<file path="src/rtl/rsa_pkg.sv">
// Shared types and constants for the rumble source arbiter.
// Used by rsa_step and rumble_source_arbiter_core; no dependencies.
`timescale 1ns / 1ps

package rsa_pkg;

  // Field widths
  localparam int unsigned TimeWidth     = 62;
  localparam int unsigned HoldWidth     = 32;
  localparam int unsigned DeadlineWidth = 63;
  localparam int unsigned ScaledWidth   = 42;  // hold (32 bits) times 1000 (10 bits)
  localparam int unsigned BurstWidth    = 8;
  localparam int unsigned CntWidth      = 32;  // event counters wrap here
  localparam int unsigned OutCntWidth   = 32;  // reported counter bits

  localparam logic [9:0]  UsPerMs       = 10'd1000;
  localparam logic [BurstWidth-1:0] BurstReset = 8'd3;

  // Event counter slots
  localparam int unsigned EvSwitch   = 0;
  localparam int unsigned EvPreempt  = 1;
  localparam int unsigned EvFallback = 2;
  localparam int unsigned EvBlocked  = 3;
  localparam int unsigned EvModeChg  = 4;
  localparam int unsigned EvCompat   = 5;
  localparam int unsigned EvHaptic   = 6;
  localparam int unsigned EvCount    = 7;

  // Register byte addresses
  localparam logic [2:0] AddrStopBurst = 3'd0;

  typedef enum logic [1:0] {
    CmdSetMode = 2'd0,
    CmdUpdOrd  = 2'd1,
    CmdUpdHd   = 2'd2,
    CmdTick    = 2'd3
  } rsa_cmd_e;

  typedef enum logic [1:0] {
    SrcNone = 2'd0,
    SrcOrd  = 2'd1,
    SrcHd   = 2'd2
  } rsa_src_e;

  typedef enum logic {
    ModeHaptic = 1'b0,
    ModeCompat = 1'b1
  } rsa_mode_e;

  typedef struct packed {
    rsa_cmd_e               cmd;
    logic                   mode_req;
    logic                   src_active;
    logic [TimeWidth-1:0]   now_us;
    logic [HoldWidth-1:0]   hold_ms;
  } rsa_item_t;

  typedef struct packed {
    rsa_mode_e                          mode;
    logic                               ord_on;
    logic [DeadlineWidth-1:0]           ord_deadline;
    logic                               hd_on;
    logic [DeadlineWidth-1:0]           hd_deadline;
    rsa_src_e                           sel;
    logic [BurstWidth-1:0]              stops_left;
    logic [EvCount-1:0][CntWidth-1:0]   counters;
  } rsa_state_t;

  typedef struct packed {
    rsa_src_e                           chosen;
    rsa_src_e                           earlier;
    logic                               switched;
    logic                               emit_stop;
    rsa_mode_e                          mode;
    logic [EvCount-1:0][OutCntWidth-1:0] counters;
  } rsa_result_t;

endpackage

</file>
<file path="src/rtl/rsa_step.sv">
// Next-state and result logic for one command of the rumble source arbiter.
// Purely combinational; depends on rsa_pkg.
`timescale 1ns / 1ps

module rsa_step (
  input  rsa_pkg::rsa_item_t                   item_i,
  input  rsa_pkg::rsa_state_t                  state_i,
  input  logic [rsa_pkg::BurstWidth-1:0]       burst_len_i,
  output rsa_pkg::rsa_state_t                  state_o,
  output rsa_pkg::rsa_result_t                 result_o
);
  import rsa_pkg::*;

  logic [ScaledWidth-1:0]   hold_scaled;
  logic [DeadlineWidth-1:0] deadline;
  logic                     ord_live;
  logic                     hd_live;
  rsa_src_e                 chosen;
  logic                     switched;
  logic                     emit_stop;
  logic [BurstWidth-1:0]    stops_mid;
  logic [EvCount-1:0]       bump;

  // Deadline for updates: now plus hold in microseconds
  assign hold_scaled = ScaledWidth'(item_i.hold_ms) * ScaledWidth'(UsPerMs);
  assign deadline    = DeadlineWidth'(item_i.now_us) + DeadlineWidth'(hold_scaled);

  // Expiry needs now strictly past the deadline
  assign ord_live = state_i.ord_on &&
                    !(DeadlineWidth'(item_i.now_us) > state_i.ord_deadline);
  assign hd_live  = state_i.hd_on &&
                    !(DeadlineWidth'(item_i.now_us) > state_i.hd_deadline);

  // Selection and stop burst for ticks
  always_comb begin
    if (state_i.mode == ModeCompat) begin
      chosen = ord_live ? SrcOrd : SrcNone;
    end else begin
      chosen = hd_live ? SrcHd : SrcNone;
    end
    switched = (chosen != state_i.sel);
    if (switched) begin
      stops_mid = (chosen == SrcNone) ? burst_len_i : '0;
    end else begin
      stops_mid = state_i.stops_left;
    end
    emit_stop = (chosen == SrcNone) && (stops_mid != '0);
  end

  // Apply the command
  always_comb begin
    state_o = state_i;
    bump    = '0;
    result_o.chosen    = state_i.sel;
    result_o.earlier   = state_i.sel;
    result_o.switched  = 1'b0;
    result_o.emit_stop = 1'b0;
    case (item_i.cmd)
      CmdSetMode: begin
        bump[EvCompat] = item_i.mode_req;
        bump[EvHaptic] = !item_i.mode_req;
        if (state_i.mode != rsa_mode_e'(item_i.mode_req)) begin
          state_o.mode     = rsa_mode_e'(item_i.mode_req);
          bump[EvModeChg]  = 1'b1;
        end
      end
      CmdUpdOrd: begin
        state_o.ord_on       = item_i.src_active;
        state_o.ord_deadline = item_i.src_active ? deadline : '0;
      end
      CmdUpdHd: begin
        state_o.hd_on       = item_i.src_active;
        state_o.hd_deadline = item_i.src_active ? deadline : '0;
        bump[EvBlocked]     = item_i.src_active && (state_i.mode == ModeCompat);
      end
      CmdTick: begin
        state_o.ord_on       = ord_live;
        state_o.ord_deadline = ord_live ? state_i.ord_deadline : '0;
        state_o.hd_on        = hd_live;
        state_o.hd_deadline  = hd_live ? state_i.hd_deadline : '0;
        state_o.sel          = chosen;
        state_o.stops_left   = emit_stop ? stops_mid - 1'b1 : stops_mid;
        bump[EvSwitch]       = switched;
        bump[EvPreempt]      = (chosen == SrcHd) && (state_i.sel == SrcOrd);
        bump[EvFallback]     = (chosen == SrcOrd) && (state_i.sel == SrcHd);
        result_o.chosen      = chosen;
        result_o.switched    = switched;
        result_o.emit_stop   = emit_stop;
      end
      default: begin
        state_o = state_i;
      end
    endcase

    // Advance wrapping event counters
    for (int i = 0; i < EvCount; i++) begin
      state_o.counters[i] = state_i.counters[i] + CntWidth'(bump[i]);
      result_o.counters[i] = state_o.counters[i][OutCntWidth-1:0];
    end
    result_o.mode = state_o.mode;
  end

endmodule

</file>
<file path="src/rtl/rumble_source_arbiter_core.sv">
// Rumble source arbiter: one result beat per command beat, held in a registered output.
// One beat per cycle while the skid entry is empty; register plus skid decouple stalls.
// State updates at the accepting edge, where the result enters the output or skid register.
// Reset (async, active low) clears mode, sources, selection, stop count, counters,
// output valids, and sets the stop burst length to 3. Depends on rsa_pkg, rsa_step.
`timescale 1ns / 1ps

module rumble_source_arbiter_core (
  input  logic         clk_i,
  input  logic         rst_ni,
  // command beats
  input  logic         s_axis_tvalid,
  output logic         s_axis_tready,
  input  logic [95:0]  s_axis_tdata,   // mode_request, source_active, time_now_us, hold_time_ms
  input  logic [1:0]   s_axis_tuser,   // command
  // result beats
  output logic         m_axis_tvalid,
  input  logic         m_axis_tready,
  output logic [231:0] m_axis_tdata,   // chosen_source, earlier_source, source_switched,
                                       // emit_stop, current_mode, switch_count,
                                       // preempt_count, fallback_count, blocked_hd_count,
                                       // mode_change_count, compat_request_count,
                                       // haptic_request_count, zero pad
  // configuration
  input  logic         psel,
  input  logic         penable,
  input  logic         pwrite,
  input  logic [2:0]   paddr,
  input  logic [31:0]  pwdata,
  output logic [31:0]  prdata,
  output logic         pready
);
  import rsa_pkg::*;

  rsa_item_t             item;
  rsa_state_t            state_q, state_d;
  rsa_result_t           result;
  rsa_result_t           out_q, out_d;
  rsa_result_t           skid_q, skid_d;
  logic                  out_valid_q, out_valid_d;
  logic                  skid_valid_q, skid_valid_d;
  logic [BurstWidth-1:0] burst_q;
  logic                  accept;
  logic                  take;

  // Unpack the command beat
  assign item.cmd        = rsa_cmd_e'(s_axis_tuser);
  assign item.mode_req   = s_axis_tdata[0];
  assign item.src_active = s_axis_tdata[1];
  assign item.now_us     = s_axis_tdata[63:2];
  assign item.hold_ms    = s_axis_tdata[95:64];

  rsa_step u_step (
    .item_i      (item),
    .state_i     (state_q),
    .burst_len_i (burst_q),
    .state_o     (state_d),
    .result_o    (result)
  );

  assign s_axis_tready = !skid_valid_q;
  assign accept        = s_axis_tvalid && s_axis_tready;
  assign take          = out_valid_q && m_axis_tready;

  // Configuration register
  assign pready = 1'b1;
  assign prdata = (paddr == AddrStopBurst) ? 32'(burst_q) : '0;

  always_ff @(posedge clk_i or negedge rst_ni) begin
    if (!rst_ni) begin
      burst_q <= BurstReset;
    end else if (psel && penable && pwrite && (paddr == AddrStopBurst)) begin
      burst_q <= pwdata[BurstWidth-1:0];
    end
  end

  // Arbiter state advances on each accepted beat
  always_ff @(posedge clk_i or negedge rst_ni) begin
    if (!rst_ni) begin
      state_q <= '0;
    end else if (accept) begin
      state_q <= state_d;
    end
  end

  // Output register with skid entry
  always_comb begin
    out_d        = out_q;
    skid_d       = skid_q;
    out_valid_d  = out_valid_q;
    skid_valid_d = skid_valid_q;
    if (take) begin
      if (skid_valid_q) begin
        out_d        = skid_q;
        skid_valid_d = 1'b0;
      end else begin
        out_d       = result;
        out_valid_d = accept;
      end
    end else if (accept) begin
      if (!out_valid_q) begin
        out_d       = result;
        out_valid_d = 1'b1;
      end else begin
        skid_d       = result;
        skid_valid_d = 1'b1;
      end
    end
  end

  always_ff @(posedge clk_i or negedge rst_ni) begin
    if (!rst_ni) begin
      out_valid_q  <= 1'b0;
      skid_valid_q <= 1'b0;
    end else begin
      out_valid_q  <= out_valid_d;
      skid_valid_q <= skid_valid_d;
    end
  end

  // Hold payload
  always_ff @(posedge clk_i) begin
    out_q  <= out_d;
    skid_q <= skid_d;
  end

  // Pack the result beat
  assign m_axis_tvalid = out_valid_q;
  always_comb begin
    m_axis_tdata        = '0;
    m_axis_tdata[1:0]   = out_q.chosen;
    m_axis_tdata[3:2]   = out_q.earlier;
    m_axis_tdata[4]     = out_q.switched;
    m_axis_tdata[5]     = out_q.emit_stop;
    m_axis_tdata[6]     = out_q.mode;
    m_axis_tdata[38:7]    = out_q.counters[EvSwitch];
    m_axis_tdata[70:39]   = out_q.counters[EvPreempt];
    m_axis_tdata[102:71]  = out_q.counters[EvFallback];
    m_axis_tdata[134:103] = out_q.counters[EvBlocked];
    m_axis_tdata[166:135] = out_q.counters[EvModeChg];
    m_axis_tdata[198:167] = out_q.counters[EvCompat];
    m_axis_tdata[230:199] = out_q.counters[EvHaptic];
  end

endmodule

</file>
<file path="config.mk">
export PLATFORM = sky130hd
export DESIGN_NAME = rumble_source_arbiter_core
export DESIGN_NICKNAME = d
export VERILOG_FILES = /design/src/rtl/rsa_pkg.sv /design/src/rtl/rsa_step.sv /design/src/rtl/rumble_source_arbiter_core.sv
export SDC_FILE = /design/constraint.sdc
export NUM_CORES = 2
export LEC_CHECK = 0
export BUFFER_PORTS_ARGS = -buffer_cell sky130_fd_sc_hd__buf_4
export CAP_MARGIN = 5
export CELL_PAD_IN_SITES_DETAIL_PLACEMENT = 1
export CELL_PAD_IN_SITES_GLOBAL_PLACEMENT = 2
export CORE_MARGIN = 4
export CORE_UTILIZATION = 40
export CTS_BUF_LIST = sky130_fd_sc_hd__clkbuf_4 sky130_fd_sc_hd__clkbuf_8 sky130_fd_sc_hd__clkbuf_16
export CTS_CLUSTER_DIAMETER = 150
export DETAILED_ROUTE_END_ITERATION = 8
export PLACE_DENSITY = 0.9
export SLEW_MARGIN = 20
export SYNTH_ARGS = -nofsm -noshare
export SYNTH_HDL_FRONTEND = slang
export SYNTH_SLANG_ARGS = --single-unit
</file>
<file path="constraint.sdc">
create_clock -name clk_i -period 23.9 [get_ports clk_i]
set_input_delay 4.78 -clock clk_i [delete_from_list [all_inputs] [get_ports clk_i]]
set_output_delay 4.78 -clock clk_i [all_outputs]
set_load 0.03 [all_outputs]
</file>
==> results.md <==
* TritonRoute pass-1 iters at 5
* Post-route ant nets at 0
* Port Buffers at 356
* Synth top cells by count: nor2_1, nand2_1, edfxtp_1
* Avg WL per Cell at 18.92 um
* Post-layout min period at 12.21 ns
* Max-slew headroom at about a quarter
* Largest net degree at the start of global routing at 139
* Gate count of the mapped netlist at 4397
* Gr usage total at 19.60%
* Worst Setup Start Kind: primary input
* Die height at 347.5 um
* Main synth FF type: edfxtp_1
* Top-count cell post-synth: nor2_1
* Num CTS Buffers at 89
* Layout cells sized above 1 at 13.31%
* Most used cell, CP: fa_1
* Hold buffers post-CTS at 0
* Slowest-stage cell, CP: fa_1
* Root buffer cell: clkbuf_16
* RSZ-0062 raised after global routing: false
* Area delta synth->final at 15.81%
* Worst Setup EP: state_q[289]$_DFFE_PN0P_
* Clock transition at the registers of the reported paths at 0.06 ns
* Design Area, Final at 53400 um2
* I/O Pins at ~400
* Core area at 114300 um2
* Post-layout util at 46.70%
* Min-Delay Path Class: reg2reg
* Setup bufs post-CTS at 0
* WP data arrival at 12.69 ns
* Number of synthesized flops with an enable pin at about 460
* Setup crit end kind: flop
* Async set or reset register ratio after synthesis at 44.67%
* Setup TNS at 0 ns
* Top cell type by total area after synthesis: edfxtp_1
* Worst reg2reg path endpoint: m_axis_tdata[101]$_DFFE_PP_
* DRT Wirelength at 119700 um
* Rows at roughly 120
* FF-to-FF setup slack at 17.04 ns
* Worst Setup SP: s_axis_tdata[69]
* Initial antenna violation count at 12
* Cell Pwr Density at 130.0 nW/um2
* Worst skew pair latency at about 0.65 ns
* TritonCTS clock tree: yes
* Overflow after GRT at 0
* Worst vdd ir at roughly 0.074 mV
* Post-DP Area at approximately 50000 um2
* Number of fillers in the final layout at about 12000
* Synthesized cell area at 46110 um2
* DP HPWL at 85410 um
* # DRC at 0
* CTS Buffer Depth at 3
* Max Slew Vio Count at 0
* Clk sink count at 835
* Syn Area/Cell at 10.49 um2
* Yosys cell types at 84
* DRT iter0 DRCs at 1395
* Max frequency at 0.08191 GHz
* Routability congestion estimate at 0.8605
* Yosys reg bits at roughly 840
* Worst flop-to-flop path startpoint: state_q[300]$_DFFE_PN0P_
* Max-Cap Viols at 0
* Clock Skews at between 0.04 and 0.05 ns
* First-pass GRT wire length at 191000 um
* Max stage delay on crit path at between 0.5 and 0.6 ns
* Initial core utilization at 40.33%
* Die area at 120800 um2
* Reg2reg path depth at 25
* # H-tree levels at 3
* Top post-synthesis cells by area: edfxtp_1, dfrtp_1, ha_1
* Setup CP Type: in2reg
* Final net count at 5262
* Tcrit/Tclk final at 51.08%
* Least-Margin Pin Slew at 1.099 ns
* Crit Path Max Fanout at 7
* Horiz. Die Dim at 347.5 um
* Vias at 32010
* Status: finished clean
* Post-synthesis sequential area ratio at about half
* Post-cts resize count at 0
* Vias in the first global route at between 30000 and 40000
* Via/cell ratio at 5.057
* Yosys warnings at 0
* Final hold viol count at 0
* Final-report setup violation count at 0
* Leak Pwr at 24.37 nW
* Post-synth top area share at 30.09%
* Worst EP required at approximately 24 ns
worst min path at each step:
stage                             startpoint                        to  slack [ns]  cells past startpoint
floorplan           state_q[232]$_DFFE_PN0P_     skid_q[227]$_DFFE_PP_        0.42                      0
global placement    state_q[289]$_DFFE_PN0P_  state_q[289]$_DFFE_PN0P_        0.46                      2
detailed placement  state_q[336]$_DFFE_PN0P_  state_q[336]$_DFFE_PN0P_        0.47                      2
CTS                 state_q[336]$_DFFE_PN0P_  state_q[336]$_DFFE_PN0P_        0.48                      2
global route        state_q[266]$_DFFE_PN0P_  state_q[266]$_DFFE_PN0P_        0.50                      2
finish              state_q[303]$_DFFE_PN0P_  state_q[303]$_DFFE_PN0P_        0.48                      2
where the power goes:
group	leakage, nW	internal (mW)	switching (mW)
Combinational	13.2	1.33	2.14
Sequential	9.61	1.89	0.166
Clock	1.52	0.828	0.590
state kept, by name, indices dropped and copies added, names as in the netlist:
name and count:
state_q 363, m_axis_tdata 231, skid_q 231, burst_q 8
m_axis_tvalid 1, skid_valid_q 1
layout make-up:
type	instances	area, um2	area share, %
Tap cell	1512	1892	3.543
Antenna cell	10	25.02	0.04686
Clock inverter	44	439.2	0.8224
Multi-Input combinational cell	3098	21120	39.56
Clock buffer	122	2582	4.836
Timing Repair Buffer	382	2900	5.431
Inverter	327	1227	2.299
Sequential cell	835	23210	43.46
critical path, delay by kind of cell:
| family | cells | cell delay, ns |
|---|---|---|
| XOR/XNOR | 2 | 0.23 |
| AO/OA/AOI/OAI | 12 | 2.81 |
| AND/OR/NAND/NOR | 9 | 1.46 |
| buffers and inverters | 4 | 0.62 |
| adder cells (fa/ha/maj) | 6 | 2.79 |
logic make-up after synthesis:
kind of cell / synth area share, %
AO/OA/AOI/OAI: 6.350
XOR/XNOR: 9.687
adder cells (fa/ha/maj): 12.49
buffers and inverters: 4.192
flip-flops: 50.33
multiplexers: 1.514
other: 0.01629
AND/OR/NAND/NOR: 15.41
routing by layer:
layer | track usage [%] | routed length, um
met1 | 25.05 | 51800
met2 | 34.70 | 59830
met3 | 3.380 | 5833
met4 | 4.610 | 2231
met5 | 0 | 46
cells in the final DEF, fill, tap and decap left out, drive strengths merged, types with 13 or more instances in the layout:
master / count
and4: 14
xor2: 234
inv: 331
fa: 119
nand2: 534
clkinv: 34
o21ai: 179
a21o: 55
edfxtp: 462
nand3: 121
a21oi: 118
nor2: 699
nor2b: 18
o21a: 17
nand2b: 13
ha: 270
and2: 22
xnor2: 276
conb: 26
buf: 382
mux2: 62
clkbuf: 122
nor3: 41
dfrtp: 371
nor4: 15
nand4: 61
and3: 66
per-stage QoR:
stage | cells | setup slack (ns) | power, mW | hold slack (ns)
floorplan | 4421 | 1.310 | 4.661 | 0.4231
global placement | 6154 | 11.22 | 5.476 | 0.4624
detailed placement | 6154 | 11.06 | 5.571 | 0.4701
CTS | 6320 | 11.74 | 7.027 | 0.4831
global route | 6322 | 11.10 | 7.495 | 0.5014
finish | 6330 | 11.69 | 6.944 | 0.4779
No activity file was read; power rests on OpenSTA's default activity.
